===== src/sv/qte_pkg.sv =====
`default_nettype none
package qte_pkg;

  // widths
  localparam int RW = 35;        // rotation-matrix entries, 1.0 = 2^30
  localparam int CW = 38;        // cordic x/y datapath
  localparam int ZW = 34;        // cordic angle, 29 fraction bits
  localparam int NW = 61;        // square-root radicand
  localparam int SW = 62;        // square-root partial root
  localparam int SQ_STEPS = 31;  // one root bit per cell

  localparam logic signed [RW-1:0] ONE_R = RW'(64'sd1073741824);
  localparam logic signed [ZW-1:0] HALF_PI_A = ZW'(64'sd843314857);
  localparam logic signed [ZW-1:0] PI_Q = ZW'(64'sd25736);
  localparam logic signed [ZW-1:0] HALF_PI_Q = ZW'(64'sd12868);

  typedef struct packed {
    logic signed [RW-1:0] r20;
    logic signed [RW-1:0] r21;
    logic signed [RW-1:0] r22;
    logic signed [RW-1:0] r10;
    logic signed [RW-1:0] r00;
  } mat_t;

  typedef struct packed {
    logic [NW-1:0] rem;
    logic [SW-1:0] res;
  } sq_t;

  typedef struct packed {
    logic signed [CW-1:0] x;
    logic signed [CW-1:0] y;
    logic signed [ZW-1:0] z;
    logic                 zero;
  } cordic_t;

  // atan(2^-i) with 29 fraction bits
  function automatic logic signed [ZW-1:0] atan_val(input logic [4:0] i);
    logic signed [ZW-1:0] v;
    begin
      case (i)
        5'd0: v = ZW'(64'sd421657428);
        5'd1: v = ZW'(64'sd248918915);
        5'd2: v = ZW'(64'sd131521918);
        5'd3: v = ZW'(64'sd66762579);
        5'd4: v = ZW'(64'sd33510843);
        5'd5: v = ZW'(64'sd16771758);
        5'd6: v = ZW'(64'sd8387925);
        5'd7: v = ZW'(64'sd4194219);
        5'd8: v = ZW'(64'sd2097141);
        5'd9: v = ZW'(64'sd1048575);
        5'd10: v = ZW'(64'sd524288);
        5'd11: v = ZW'(64'sd262144);
        5'd12: v = ZW'(64'sd131072);
        5'd13: v = ZW'(64'sd65536);
        5'd14: v = ZW'(64'sd32768);
        5'd15: v = ZW'(64'sd16384);
        5'd16: v = ZW'(64'sd8192);
        5'd17: v = ZW'(64'sd4096);
        5'd18: v = ZW'(64'sd2048);
        5'd19: v = ZW'(64'sd1024);
        5'd20: v = ZW'(64'sd512);
        5'd21: v = ZW'(64'sd256);
        5'd22: v = ZW'(64'sd128);
        5'd23: v = ZW'(64'sd64);
        default: v = '0;
      endcase
      return v;
    end
  endfunction

endpackage
`default_nettype wire


===== src/sv/qte_cordic_cell.sv =====
`default_nettype none
module qte_cordic_cell #(
  parameter int STAGE = 0
) (
  input  wire logic            clk,
  input  wire logic            adv,
  input  wire qte_pkg::cordic_t c_in,
  output qte_pkg::cordic_t     c_r
);

  localparam logic signed [qte_pkg::ZW-1:0] ATAN = qte_pkg::atan_val(5'(STAGE));

  logic signed [qte_pkg::CW-1:0] dx, dy;
  qte_pkg::cordic_t c_nxt;

  // one vectoring rotation toward y = 0
  always_comb begin
    dx = c_in.y >>> STAGE;
    dy = c_in.x >>> STAGE;
    c_nxt.zero = c_in.zero;
    if (!c_in.y[qte_pkg::CW-1] && (c_in.y != '0)) begin
      c_nxt.x = c_in.x + dx;
      c_nxt.y = c_in.y - dy;
      c_nxt.z = c_in.z + ATAN;
    end else begin
      c_nxt.x = c_in.x - dx;
      c_nxt.y = c_in.y + dy;
      c_nxt.z = c_in.z - ATAN;
    end
  end

  always_ff @(posedge clk) begin
    if (adv) begin
      c_r <= c_nxt;
    end
  end

endmodule
`default_nettype wire


===== config.mk =====
export PLATFORM = sky130hd
export DESIGN_NAME = qte_cordic_cell
export DESIGN_NICKNAME = d
export VERILOG_FILES = /design/src/sv/qte_pkg.sv /design/src/sv/qte_cordic_cell.sv
export SDC_FILE = /design/constraint.sdc
export NUM_CORES = 1
export LEC_CHECK = 0
export BUFFER_PORTS_ARGS = -buffer_cell sky130_fd_sc_hd__buf_4
export CAP_MARGIN = 20
export CORE_UTILIZATION = 50
export CTS_CLUSTER_SIZE = 40
export DETAILED_ROUTE_END_ITERATION = 12
export HOLD_SLACK_MARGIN = 0.06
export MAX_ROUTING_LAYER = met4
export PLACE_DENSITY = 0.73
export SLEW_MARGIN = 20
export SYNTH_ARGS = -nofsm -noshare
export SYNTH_HDL_FRONTEND = slang
export SYNTH_SLANG_ARGS = --single-unit

===== constraint.sdc =====
create_clock -name clk -period 6.65 [get_ports clk]
set_clock_uncertainty 0.15 [all_clocks]
set_input_delay 0.3325 -clock clk [delete_from_list [all_inputs] [get_ports clk]]
set_output_delay 0.3325 -clock clk [all_outputs]
set_load 0.005 [all_outputs]

==> results.sh <==
export IMPL_crit_chain="buf_4, nor4_1, nand4_1, nor3_1, nor2_4, buf_4, ha_1, a211oi_1, o21a_1, nor3b_1, o21ai_0, a21oi_1, o31ai_1, a31oi_1, or4_1, nand3_1"
export IMPL_top_register="c_r"
export IMPL_synthArstFlopShare_pct=0
export IMPL_ys_flop_type="edfxtp_1"
export IMPL_gp_congestion=1.01
export IMPL_ys_seq_area_share_pct=28.4
export IMPL_power_density_nw_per_um2=192
export IMPL_layout_drive_gt1_share_pct=17.5
export IMPL_fin_crit_sh_pct=72.7
export IMPL_endpoint_kind="flop"
export IMPL_clock_fmax_ghz=0.207
export IMPL_fin_hold_ws_ns=0.0918
export IMPL_grt_use_total_pct=32.2
export IMPL_port_buffers=223
export IMPL_largest_register_ffs=110
export IMPL_crit_path_top_delay_cell="nor4_1"
export IMPL_cp_slowest_stage_delay_ns=0.62
export IMPL_clockBufferDepth=2
export IMPL_syn_nets=1641
export IMPL_synthCells=1383
export IMPL_crit_path_start_kind="input pin"
export IMPL_grt_max_degree=91
export IMPL_synth_cell_types=75
export IMPL_cp_common_cell="buf_4"
export IMPL_clkSinkCount=110
export IMPL_first_pass_iters=5
export IMPL_p_leak_nw=6.04
export IMPL_clkTransAtPathRegs_ns=0.09
export IMPL_seq_area_sq_um=3300
export IMPL_cts_resized=0
export IMPL_num_vias=11300
export IMPL_nNetsFinal=1827
export IMPL_tightest_slew_ns=1.17
export IMPL_crit_start="c_in[57]"
export IMPL_synth_area_top_cells="edfxtp_1 28%, ha_1 15%, a21oi_1 7.6%"
export IMPL_dp_cells=1840
export IMPL_synth_edff_count=110
export IMPL_synth_top_family_by_area="compound AO/OA/AOI/OAI gates"
export IMPL_hold_viol=0
export IMPL_final_cells=1860
export IMPL_grt_setup_unrepaired="no"
export IMPL_netlist_area_leader_share_pct=28.4
export IMPL_cp_required_ns=6.74
export IMPL_critical_path_top_delay_family="simple AND/OR/NAND/NOR gates"
export IMPL_drv_slew=0
export IMPL_cts_buffers=9
export IMPL_slew_limit_headroom_pct=21.2
export IMPL_drtIter0Drc=952
export IMPL_syn_area_per_cell_sq_um=8.42
export IMPL_p_clk_share_pct=21.6
export IMPL_routed_wl_mm=37.7
export IMPL_place_hpwl_mm=29.7
export IMPL_die_w_microns=155
export IMPL_final_util_pct=60.8
export IMPL_ys_ff_latch=110
export IMPL_htree_num_levels=3
export IMPL_cp_data_arrival_time_ns=4.93
export IMPL_finalWorstPathRequiredPeriod_ns=4.84
export IMPL_drcViolationCount=0
export IMPL_totalPowerFinal_mw=2.65
export IMPL_ant_nets=0
export IMPL_coreArea_sq_um=22700
export IMPL_syn_to_final_growth_pct=18.6
export IMPL_vdd_ir_drop_max_mv=0.115
export IMPL_synth_compound_area_share_pct=26.8
export IMPL_power_switching_mw=0.982
export IMPL_multi_input_area_sq_um=7640
export IMPL_pwr_share_seq_pct=36.0
export IMPL_setup_viol=0
export IMPL_hold_path_class="input pin to flop"
export IMPL_synth_largest_area_cell="edfxtp_1"
export IMPL_yosys_warnings=0
export IMPL_synth_xor_area_share_pct=7.37
export IMPL_finalSetupTns_ns=0
export IMPL_combPwrFrac_pct=42.4
export IMPL_hp_start="c_in[3]"
export IMPL_initial_core_util_pct=51.3
export IMPL_avgViaCountPerCell=6.07
export IMPL_cts_tree="done"
export IMPL_sw_frac_of_total_pct=37.0
export IMPL_netlist_area_sq_um=11600
export IMPL_status="completed"
export IMPL_io_pins=224
export IMPL_path_buf_inv=2
export IMPL_yosys_area_share_simple_pct=13.9
export IMPL_n_fill_cell=2086
export IMPL_top_regs="c_r (110)"
export IMPL_yosys_area_share_adder_pct=15.8
export IMPL_criticalPathCategory="input pin to flop"
export IMPL_p_int_mw=1.67
export IMPL_antenna_found_initial=1
export IMPL_dieArea_sq_um=23900
export IMPL_num_rows=55
export IMPL_clockRootBuffer="clkbuf_16"
export IMPL_die_h_microns=155
export IMPL_timing_max_cap_violations=0
export IMPL_wl_per_cell_microns=20.3
export IMPL_crit_fanout=90
export IMPL_muxShareOfSynthArea_pct=1.63
export IMPL_grt_pass1_wl_mm=58.0
export IMPL_grt_overflow_total=0
export IMPL_grt_pass1_vias=10800
==> synth_stat cells, types with 5 or more instances <==
cell type and n:
o22ai_1 6, nor2_1 110, nand3_1 22, or2_2 8, nand2_1 71, nor4_1 16
ha_1 141, o21ai_0 102, xnor2_1 82, nand4_1 21, nor3_1 26, a221oi_1 6
a31o_2 7, mux2i_1 19, clkbuf_1 28, a31oi_1 14, or3_1 9, a21boi_0 5
nand2b_1 14, a21oi_1 177, buf_1 11, a211oi_1 22, o21ai_1 5, a2111oi_0 5
o31ai_1 16, a21o_1 31, o21a_1 15, o211ai_1 15, nor2b_1 17, and3_1 7
buf_2 14, edfxtp_1 110, o21bai_1 22, xor2_1 16, inv_1 120
==> kinds of logic (layout without fill, tap and decap cells) <==
| logic type | count (synthesis) | count (layout) |
|---|---|---|
| adders and majority gates | 145 | 145 |
| other | 0 | 1 |
| AOI/OAI and AO/OA | 493 | 493 |
| DFF | 110 | 110 |
| buffers and inverters | 182 | 373 |
| xor gates and xnor gates | 98 | 98 |
| and+or+nand+nor | 336 | 336 |
| muxes | 19 | 19 |
==> layout make-up <==
type                            count  area share [%]
Sequential cell                   110            23.9
Clock inverter                      7           0.517
Tap cell                          285            2.58
Timing Repair Buffer              230            12.6
Inverter                          127            3.45
Multi-Input combinational cell   1091            55.3
Antenna cell                        1          0.0181
Clock buffer                        9            1.63
==> worst paths after layout <==
kind / to / slack (ns) / cells past startpoint
max: c_r[34]$_DFFE_PP_ / 1.81 / 16
min: c_r[3]$_DFFE_PP_ / 0.09 / 2
==> placed cells by master, fill, tap and decap left out, drive strengths merged, types with 26 or more instances in the layout <==
master,count
buf,227
a21oi,177
ha,141
inv,125
edfxtp,110
nor2,110
o21ai,108
xnor2,82
nand2,71
a21o,31
nor3,26
==> power groups by stage <==
stage	clock network (mW)	registers (mW)	logic, mW
final	0.573	0.956	1.13
after global placement	0	0.970	1.09
after CTS	0.579	0.957	1.11
after detailed placement	0	0.972	1.10
after floorplan	0	0.980	0.635
after global routing	0.596	0.966	1.22
==> per-stage QoR <==
step | setup slack [ns] | cell area (sq um)
after global placement | 1.65 | 13500
after global routing | 1.38 | 13800
final | 1.81 | 13800
after CTS | 1.91 | 13800
after detailed placement | 1.53 | 13500
after floorplan | 2.16 | 11600
==> per-layer routing <==
| layer | track usage (%) | up-vias | share of wire [%] |
|---|---|---|---|
| met2 | 52.4 | 493 | 46 |
| li1 | - | 5413 | - |
| met3 | 4.26 | 88 | 6.9 |
| met1 | 40.5 | 5292 | 43 |
| met4 | 12.9 | 0 | 3.7 |
| met5 | - | - | 0 |
==> timing repair <==
item / CTS / global route
setup buffers: 0 / 0
endpoints found under the hold margin: 3 / 0
hold buffers: 3 / 0
(Power assumes the default switching activity.)
