$ cat config.mk
export PLATFORM = sky130hd
export DESIGN_NAME = qte_sqrt_cell
export DESIGN_NICKNAME = d
export VERILOG_FILES = /design/src/sv/qte_pkg.sv /design/src/sv/qte_sqrt_cell.sv
export SDC_FILE = /design/constraint.sdc
export NUM_CORES = 1
export LEC_CHECK = 0
export BUFFER_PORTS_ARGS = -buffer_cell sky130_fd_sc_hd__buf_2
export CORE_MARGIN = 2
export CORE_UTILIZATION = 48
export DETAILED_ROUTE_END_ITERATION = 8
export PLACE_DENSITY = 0.75
export SYNTH_ARGS = -nofsm -noshare
export SYNTH_HDL_FRONTEND = slang
export SYNTH_SLANG_ARGS = --single-unit
$ cat constraint.sdc
create_clock -name clk -period 3.7 [get_ports clk]
set_input_delay 0.185 -clock clk [delete_from_list [all_inputs] [get_ports clk]]
set_output_delay 0.185 -clock clk [all_outputs]
set_load 0.01 [all_outputs]
$ cat src/sv/qte_pkg.sv
`default_nettype none
package qte_pkg;

  // widths
  localparam int RW = 35;        // rotation-matrix entries, 1.0 = 2^30
  localparam int CW = 38;        // cordic x/y datapath
  localparam int ZW = 34;        // cordic angle, 29 fraction bits
  localparam int NW = 61;        // square-root radicand
  localparam int SW = 62;        // square-root partial root
  localparam int SQ_STEPS = 31;  // one root bit per cell

  localparam logic signed [RW-1:0] ONE_R = RW'(64'sd1073741824);
  localparam logic signed [ZW-1:0] HALF_PI_A = ZW'(64'sd843314857);
  localparam logic signed [ZW-1:0] PI_Q = ZW'(64'sd25736);
  localparam logic signed [ZW-1:0] HALF_PI_Q = ZW'(64'sd12868);

  typedef struct packed {
    logic signed [RW-1:0] r20;
    logic signed [RW-1:0] r21;
    logic signed [RW-1:0] r22;
    logic signed [RW-1:0] r10;
    logic signed [RW-1:0] r00;
  } mat_t;

  typedef struct packed {
    logic [NW-1:0] rem;
    logic [SW-1:0] res;
  } sq_t;

  typedef struct packed {
    logic signed [CW-1:0] x;
    logic signed [CW-1:0] y;
    logic signed [ZW-1:0] z;
    logic                 zero;
  } cordic_t;

  // atan(2^-i) with 29 fraction bits
  function automatic logic signed [ZW-1:0] atan_val(input logic [4:0] i);
    logic signed [ZW-1:0] v;
    begin
      case (i)
        5'd0: v = ZW'(64'sd421657428);
        5'd1: v = ZW'(64'sd248918915);
        5'd2: v = ZW'(64'sd131521918);
        5'd3: v = ZW'(64'sd66762579);
        5'd4: v = ZW'(64'sd33510843);
        5'd5: v = ZW'(64'sd16771758);
        5'd6: v = ZW'(64'sd8387925);
        5'd7: v = ZW'(64'sd4194219);
        5'd8: v = ZW'(64'sd2097141);
        5'd9: v = ZW'(64'sd1048575);
        5'd10: v = ZW'(64'sd524288);
        5'd11: v = ZW'(64'sd262144);
        5'd12: v = ZW'(64'sd131072);
        5'd13: v = ZW'(64'sd65536);
        5'd14: v = ZW'(64'sd32768);
        5'd15: v = ZW'(64'sd16384);
        5'd16: v = ZW'(64'sd8192);
        5'd17: v = ZW'(64'sd4096);
        5'd18: v = ZW'(64'sd2048);
        5'd19: v = ZW'(64'sd1024);
        5'd20: v = ZW'(64'sd512);
        5'd21: v = ZW'(64'sd256);
        5'd22: v = ZW'(64'sd128);
        5'd23: v = ZW'(64'sd64);
        default: v = '0;
      endcase
      return v;
    end
  endfunction

endpackage
`default_nettype wire

$ cat src/sv/qte_sqrt_cell.sv
`default_nettype none
module qte_sqrt_cell #(
  parameter int STAGE = 0
) (
  input  wire logic        clk,
  input  wire logic        adv,
  input  wire qte_pkg::sq_t sq_in,
  output qte_pkg::sq_t     sq_r
);

  localparam logic [qte_pkg::SW-1:0] BITV = qte_pkg::SW'(1) << (60 - 2 * STAGE);

  logic [qte_pkg::SW-1:0] trial;
  qte_pkg::sq_t sq_nxt;

  // one root bit: compare and subtract
  always_comb begin
    trial = sq_in.res + BITV;
    if ({1'b0, sq_in.rem} >= trial) begin
      sq_nxt.rem = sq_in.rem - trial[qte_pkg::NW-1:0];
      sq_nxt.res = (sq_in.res >> 1) + BITV;
    end else begin
      sq_nxt.rem = sq_in.rem;
      sq_nxt.res = sq_in.res >> 1;
    end
  end

  always_ff @(posedge clk) begin
    if (adv) begin
      sq_r <= sq_nxt;
    end
  end

endmodule
`default_nettype wire

==> results of run 1 <==
==> cell usage after synthesis, types with 10 or more instances <==
| library cell | number |
|---|---|
| nor2_1 | 104 |
| ha_1 | 61 |
| o21ai_0 | 41 |
| o21a_1 | 10 |
| nand2b_1 | 12 |
| a31oi_1 | 10 |
| nand3_1 | 10 |
| a21o_1 | 30 |
| buf_2 | 13 |
| clkbuf_1 | 27 |
| inv_1 | 71 |
| xor2_1 | 26 |
| nand2_1 | 70 |
| edfxtp_1 | 123 |
| xnor2_1 | 30 |
| a21oi_1 | 127 |
| nand4_1 | 20 |
==> cell usage in the layout (no fill, tap or decap), types with 3 or more instances in the layout <==
cell type / n
buf_2: 246
a21oi_1: 127
edfxtp_1: 123
nor2_1: 104
inv_1: 71
nand2_1: 70
ha_1: 60
dlygate4sd3_1: 59
o21ai_0: 39
buf_4: 33
xnor2_1: 30
a21o_1: 29
xor2_1: 26
nand4_1: 20
clkbuf_16: 17
nand2b_1: 12
o21a_1: 10
a31oi_1: 10
nand3_1: 10
o211ai_1: 7
o21bai_1: 7
nor3_1: 6
mux2_2: 6
a211oi_1: 5
nor4_1: 5
and3_1: 4
o31ai_1: 4
clkinv_1: 4
and2_1: 3
nor2b_1: 3
or3_1: 3
a221oi_1: 3
o21ai_1: 3
clkinvlp_4: 3
bufinv_16: 3
==> repair_timing <==
action | in CTS | in global routing
setup endpoints to repair | 0 | 54
hold buffers | 59 | 0
gates resized for setup | 0 | 10
hold endpoints to repair | 59 | 0
==> cells by family (layout without fill, tap and decap cells) <==
kind of cell	count (synthesis)	in the layout	synth area share, %
xor gates and xnor gates	56	56	5.91
and+or+nand+nor	258	258	14.4
adders and majority gates	62	62	9.43
DFF	123	123	44.5
buffers and inverters	114	442	5.62
other	0	1	0
muxes	6	6	0.813
AOI/OAI and AO/OA	267	268	19.4
==> power groups by stage <==
| stage | clock (mW) | sequential, mW | combinational, mW |
|---|---|---|---|
| finish | 1.67 | 1.74 | 1.30 |
| floorplan | 0 | 1.85 | 0.680 |
| global route | 1.75 | 1.75 | 1.43 |
| CTS | 1.68 | 1.74 | 1.27 |
| detailed placement | 0 | 1.77 | 1.22 |
| global placement | 0 | 1.76 | 1.21 |
==> worst max-delay path: stages <==
cell           delay, ns
dlygate4sd3_1       0.54
buf_2               0.12
inv_1               0.04
ha_1                0.28
and2_4              0.18
nand3_2             0.10
or4_4               0.54
or3_4               0.38
nor4_4              0.23
nor3_1              0.09
a21oi_2             0.26
a21o_4              0.32
buf_12              0.24
o31ai_1             0.10
o21a_1              0.12
==> stage by stage <==
step / total power, mW / cells / area (um2) / utilization, % / setup slack [ns]
2_1_floorplan: 2.53 / 886 / 8310 / - / 0.591
3_3_place_gp: 2.98 / 1349 / 9910 / 57.9 / 0.180
3_5_place_dp: 2.98 / 1349 / 9910 / 57.9 / 0.0280
4_1_cts: 4.69 / 1439 / 11100 / 64.8 / 0.0177
5_1_grt: 4.93 / 1441 / 11100 / 65.1 / 0.0177
6_report: 4.71 / 1441 / 11100 / 65.1 / 0.159
==> final cells by class <==
cell class / count / area share [%]
multi-input combinational: 650 / 37.7
sequential: 123 / 33.2
timing repair buffer: 340 / 18.9
clock buffer: 17 / 3.82
tap: 225 / 2.53
inverter: 71 / 2.39
clock inverter: 14 / 1.39
antenna: 1 / 0.0225
==> worst paths after layout <==
path                      start             endpoint  slack (ns)  cells past startpoint
worst min-delay path  sq_in[60]   sq_r[59]$_DFFE_PP_        0.03                      1
worst max-delay path  sq_in[32]  sq_r[100]$_DFFE_PP_        0.16                     15
==> per-layer routing <==
layer	vias to the layer above	global-route usage (%)
li1	3861	-
met1	3569	32.6
met2	294	41.8
met3	24	6.10
met4	0	6.66
met5	-	0
==> results.md, run 1 <==
- Hold Path Class: primary input to flip-flop
- Sw Pwr: 1.41 mW
- Final Max Slew Viols: 0
- DP Wirelength: 17,400 um
- Post-synth top area cell: edfxtp_1
- Antenna Nets Post-Route: 0
- Critical path endpoint category: flip-flop
- Sw frac: 30.0%
- Die W: 136 um
- Final hold slack: 0.0252 ns
- RSZ-0062 raised after global routing: false
- Number of synthesized flops with an enable pin: 123
- Nets: 1,390
- Worst-margin pin slew: 0.752 ns
- Iteration-0 DRC Markers: 704
- Overall Global Routing Usage: 25.0%
- Max FFs per register: 123
- Final setup vio count: 0
- M1 WL: 10,400 um
- Minimum clock period: 3.54 ns
- Top cell type's share of synthesized area: 44.5%
- Remaining DRCs: 0
- WL/cell: 16.3 um
- Seq. cell area: 3690 um2
- Pwr Density: 423 nW/um2
- Synth area leaders: edfxtp_1 (44%), ha_1 (9.2%), a21oi_1 (7.7%)
- Max Buffers Root-to-Sink: 2
- Initial antenna violation count: 1
- GR Overflow Total: 0
- WL met2: 11,100 um
- CTS HTree Levels: 4
- Vias in the first global route: 7,476
- Root Buffer: clkbuf_16
- # clock sinks: 123
- Reg power frac: 37.0%
- Clock power frac: 35.4%
- Yosys reg bits: 123
- CTS buffer count: 17
- Core box area: 17,100 um2
- Post-CTS setup buffer count: 0
- Final WL: 23,500 um
- Top Registers: sq_r (123)
- P_leak: 5.02 nW
- Comb pwr share: 27.6%
- Biggest register: sq_r
- Crit Path Category: primary input to flip-flop
- # port buffers: 247
- # IOs: 248
- Crit path DAT: 3.72 ns
- Final GP Congestion: 0.914
- Distinct cells, synth: 62
- Post-synthesis sequential area ratio: 44.5%
- Status: finished, final reports clean
- DRT Pass-1 Iters: 5
- Via count: 7,748
- Layout cells sized above 1: 27.2%
- First-pass GRT wire length: 36,200 um
- Kind of start point of the critical path: primary input
- Number of max-cap violations: 0
- Internal Power: 3.30 mW
- Vias per inst: 5.38
- CTS tree: done
- Largest net degree at the start of global routing: 68
- Met3 wire len: 1640 um
- Syn nets: 1,073
- Yosys warnings: 0
- Clock slew at reported path FFs: 0.06 ns
- Avg Cell Area, Syn: 9.37 um2
- Setup TNS: 0 ns
- Full die area: 18,400 um2
- Worst Path Max Fanout: 41
- Uppermost routed layer: met4
- Async set-reset flop share out of synthesis: 0%
- Worst vdd ir: 0.000317 V
- Total of fill cells in the finished design: 1,384
- Initial Util: 48.5%
- Multi-input logic area: 4200 um2
- Final hold violation count: 0
- FP Rows: 48
- Post-synth top flop: edfxtp_1
- Max-Slew Margin vs Limit: 49.9%
- Peak Freq: 0.282 GHz
- Worst Path Required: 3.88 ns
- Syn Std Cell Area: 8310 um2
- Post-Synthesis Cells: 886
- P&R area growth vs syn: 34.1%
- Period utilisation layout: 95.7%
- Die height: 136 um
Power figures use the tool's default switching activity.
==> run 2, diff against run 1 <==
- BUFFER_PORTS_ARGS: -buffer_cell sky130_fd_sc_hd__buf_2 -> default
- DONT_BUFFER_PORTS: default -> 1
- HOLD_SLACK_MARGIN: default -> 0.15
- PLACE_DENSITY: 0.75 -> default
==> run 2 against run 1 <==
Total power decreased by 3.6%. Largest power group unchanged. Non-clock buffer count is 191 lower. Count of clock-buffer cells in the layout increased by 3. Highest routed layer unchanged. Via count shrank 6.5%. Critical path depth decreased by 3. Sequential power up 6%. Fmax grew 0.27%. Final cell count is 13% lower. First-iteration DRC count is 27% lower.
==> results.md, run 2 (synthesized netlist as in run 1, its figures left out) <==
- Status: finished, final reports clean
- Crit Path Category: primary input to flip-flop
- Final hold slack: 0.170 ns
- Crit path from: sq_in[0]
- Iteration-0 DRC Markers: 511
- Worst Path Required: 3.94 ns
- Max FFs per register: 123
- Met3 wire len: 2050 um
- Kind of start point of the critical path: primary input
- Die height: 136 um
- RSZ-0062 raised after global routing: false
- Most frequent cells in the layout: a21oi_1 (127), dlygate4sd3_1 (123), edfxtp_1 (123), nor2_1 (104), inv_1 (71)
- Layout cells sized above 1: 6.74%
- Clock slew at reported path FFs: 0.05 ns
- Final GP Congestion: 0.948
- Antenna cells: 0
- # clock sinks: 123
- CTS buffer count: 17
- Number of max-cap violations: 0
- Uppermost routed layer: met4
- Antenna Nets Post-Route: 0
- Worst Path Max Fanout: 3
- Nets: 1,199
- Root Buffer: clkbuf_16
- Worst-margin pin slew: 0.953 ns
- Biggest register: sq_r
- Final Util: 61.0%
- Period utilisation layout: 95.4%
- Final hold violation count: 0
- P_leak: 4.26 nW
- Hold Path Class: primary input to flip-flop
- Worst setup path endpoint: sq_r[119]$_DFFE_PP_
- Cells after DPL: 1,088
- GR Overflow Total: 0
- Top Registers: sq_r (123)
- # IOs: 248
- CTS HTree Levels: 4
- Hold Crit Depth: 3
- Vias in the first global route: 7,327
- Initial antenna violation count: 0
- Crit path DAT: 3.77 ns
- Via count: 7,241
- Peak Freq: 0.283 GHz
- # port buffers: 0
- Vias per inst: 5.80
- Critical path endpoint category: flip-flop
- Largest net degree at the start of global routing: 124
- Core box area: 17,100 um2
- Max Buffers Root-to-Sink: 2
- CTS tree: done
- WL/cell: 18.9 um
- First-pass GRT wire length: 36,400 um
- Total of fill cells in the finished design: 1,462
- Overall Global Routing Usage: 25.2%
- Die W: 136 um
- Final setup vio count: 0
- Worst vdd ir: 0.000317 V
- Initial Util: 48.5%
- Pwr Density: 435 nW/um2
- FP Rows: 48
- Full die area: 18,400 um2
- DRT Pass-1 Iters: 5
- P&R area growth vs syn: 25.8%
- Commonest non-fill, non-tap cell in the layout: a21oi_1
- Pwr Total: 4.55 mW
- DP Wirelength: 16,300 um
- Final WL: 23,600 um
- Minimum clock period: 3.53 ns
- Non-Filler Instances: 1,248
- WL met2: 11,000 um
- Max-Slew Margin vs Limit: 35.7%
- Final Max Slew Viols: 0
- M1 WL: 10,000 um
- Remaining DRCs: 0
-- run 2: changes by cell type in the layout (fill, tap and decap cells not counted), moves of 2 or more --
| cell | change |
|---|---|
| o21ai_0 | +2 |
| clkbuf_1 | +3 |
| dlygate4sd3_1 | +64 |
| o21ai_1 | -2 |
| buf_4 | -10 |
| clkinv_4 | -2 |
| buf_2 | -246 |
-- run 2: worst max-delay path: stages --
cell and delay (ns):
dlygate4sd3_1 0.54, ha_1 0.23, nand2b_1 0.17, a21oi_1 0.21, o21ai_0 0.21, o211ai_1 0.40, a21oi_1 0.20, o21ai_0 0.40
nand4_1 0.23, a211oi_1 0.33, mux2_2 0.38, a211oi_1 0.28
-- run 2: how the worst min path moves through the flow --
| stage | from | end | slack [ns] |
|---|---|---|---|
| 6_report | sq_in[62] | sq_r[62]$_DFFE_PP_ | 0.17 |
| 2_1_floorplan | sq_in[1] | sq_r[0]$_DFFE_PP_ | 0.28 |
| 4_1_cts | sq_in[62] | sq_r[62]$_DFFE_PP_ | 0.16 |
| 3_5_place_dp | sq_in[49] | sq_r[48]$_DFFE_PP_ | 0.28 |
| 3_3_place_gp | sq_in[7] | sq_r[6]$_DFFE_PP_ | 0.28 |
| 5_1_grt | sq_in[62] | sq_r[62]$_DFFE_PP_ | 0.19 |
-- run 2: area by class of cell --
type / count / area, um2 / area share [%]
Clock inverter: 10 / 126 / 1.21
Sequential cell: 123 / 3690 / 35.4
Clock buffer: 20 / 437 / 4.18
Multi-Input combinational cell: 650 / 4170 / 39.9
Tap cell: 225 / 282 / 2.69
Timing Repair Buffer: 149 / 1470 / 14.1
Inverter: 71 / 267 / 2.55
-- run 2: repair_timing --
action | CTS | global route
setup endpoints to repair | 0 | 52
setup buffers | 0 | 5
resized for setup | 0 | 2
hold buffers | 124 | 0
endpoints found under the hold margin | 246 | 0
-- run 2: per-layer routing --
layer	vias to the layer above	track usage, %
li1	3461	-
met1	3409	31.2
met2	325	40.7
met3	46	9.02
met4	0	8.91
met5	-	0
-- run 2: report_power, final --
group	switching, mW	internal (mW)
registers	0.133	1.72
clock network	0.599	1.04
logic	0.599	0.456
-- run 2: metrics by stage --
step | setup slack (ns) | setup TNS (ns) | cell area (um2)
5_1_grt | 0.0178 | 0 | 10400
4_1_cts | 0.0606 | 0 | 10400
3_5_place_dp | -0.0146 | -0.0680 | 8560
2_1_floorplan | 0.591 | 0 | 8310
3_3_place_gp | -0.0185 | -0.0480 | 8560
6_report | 0.168 | 0 | 10400
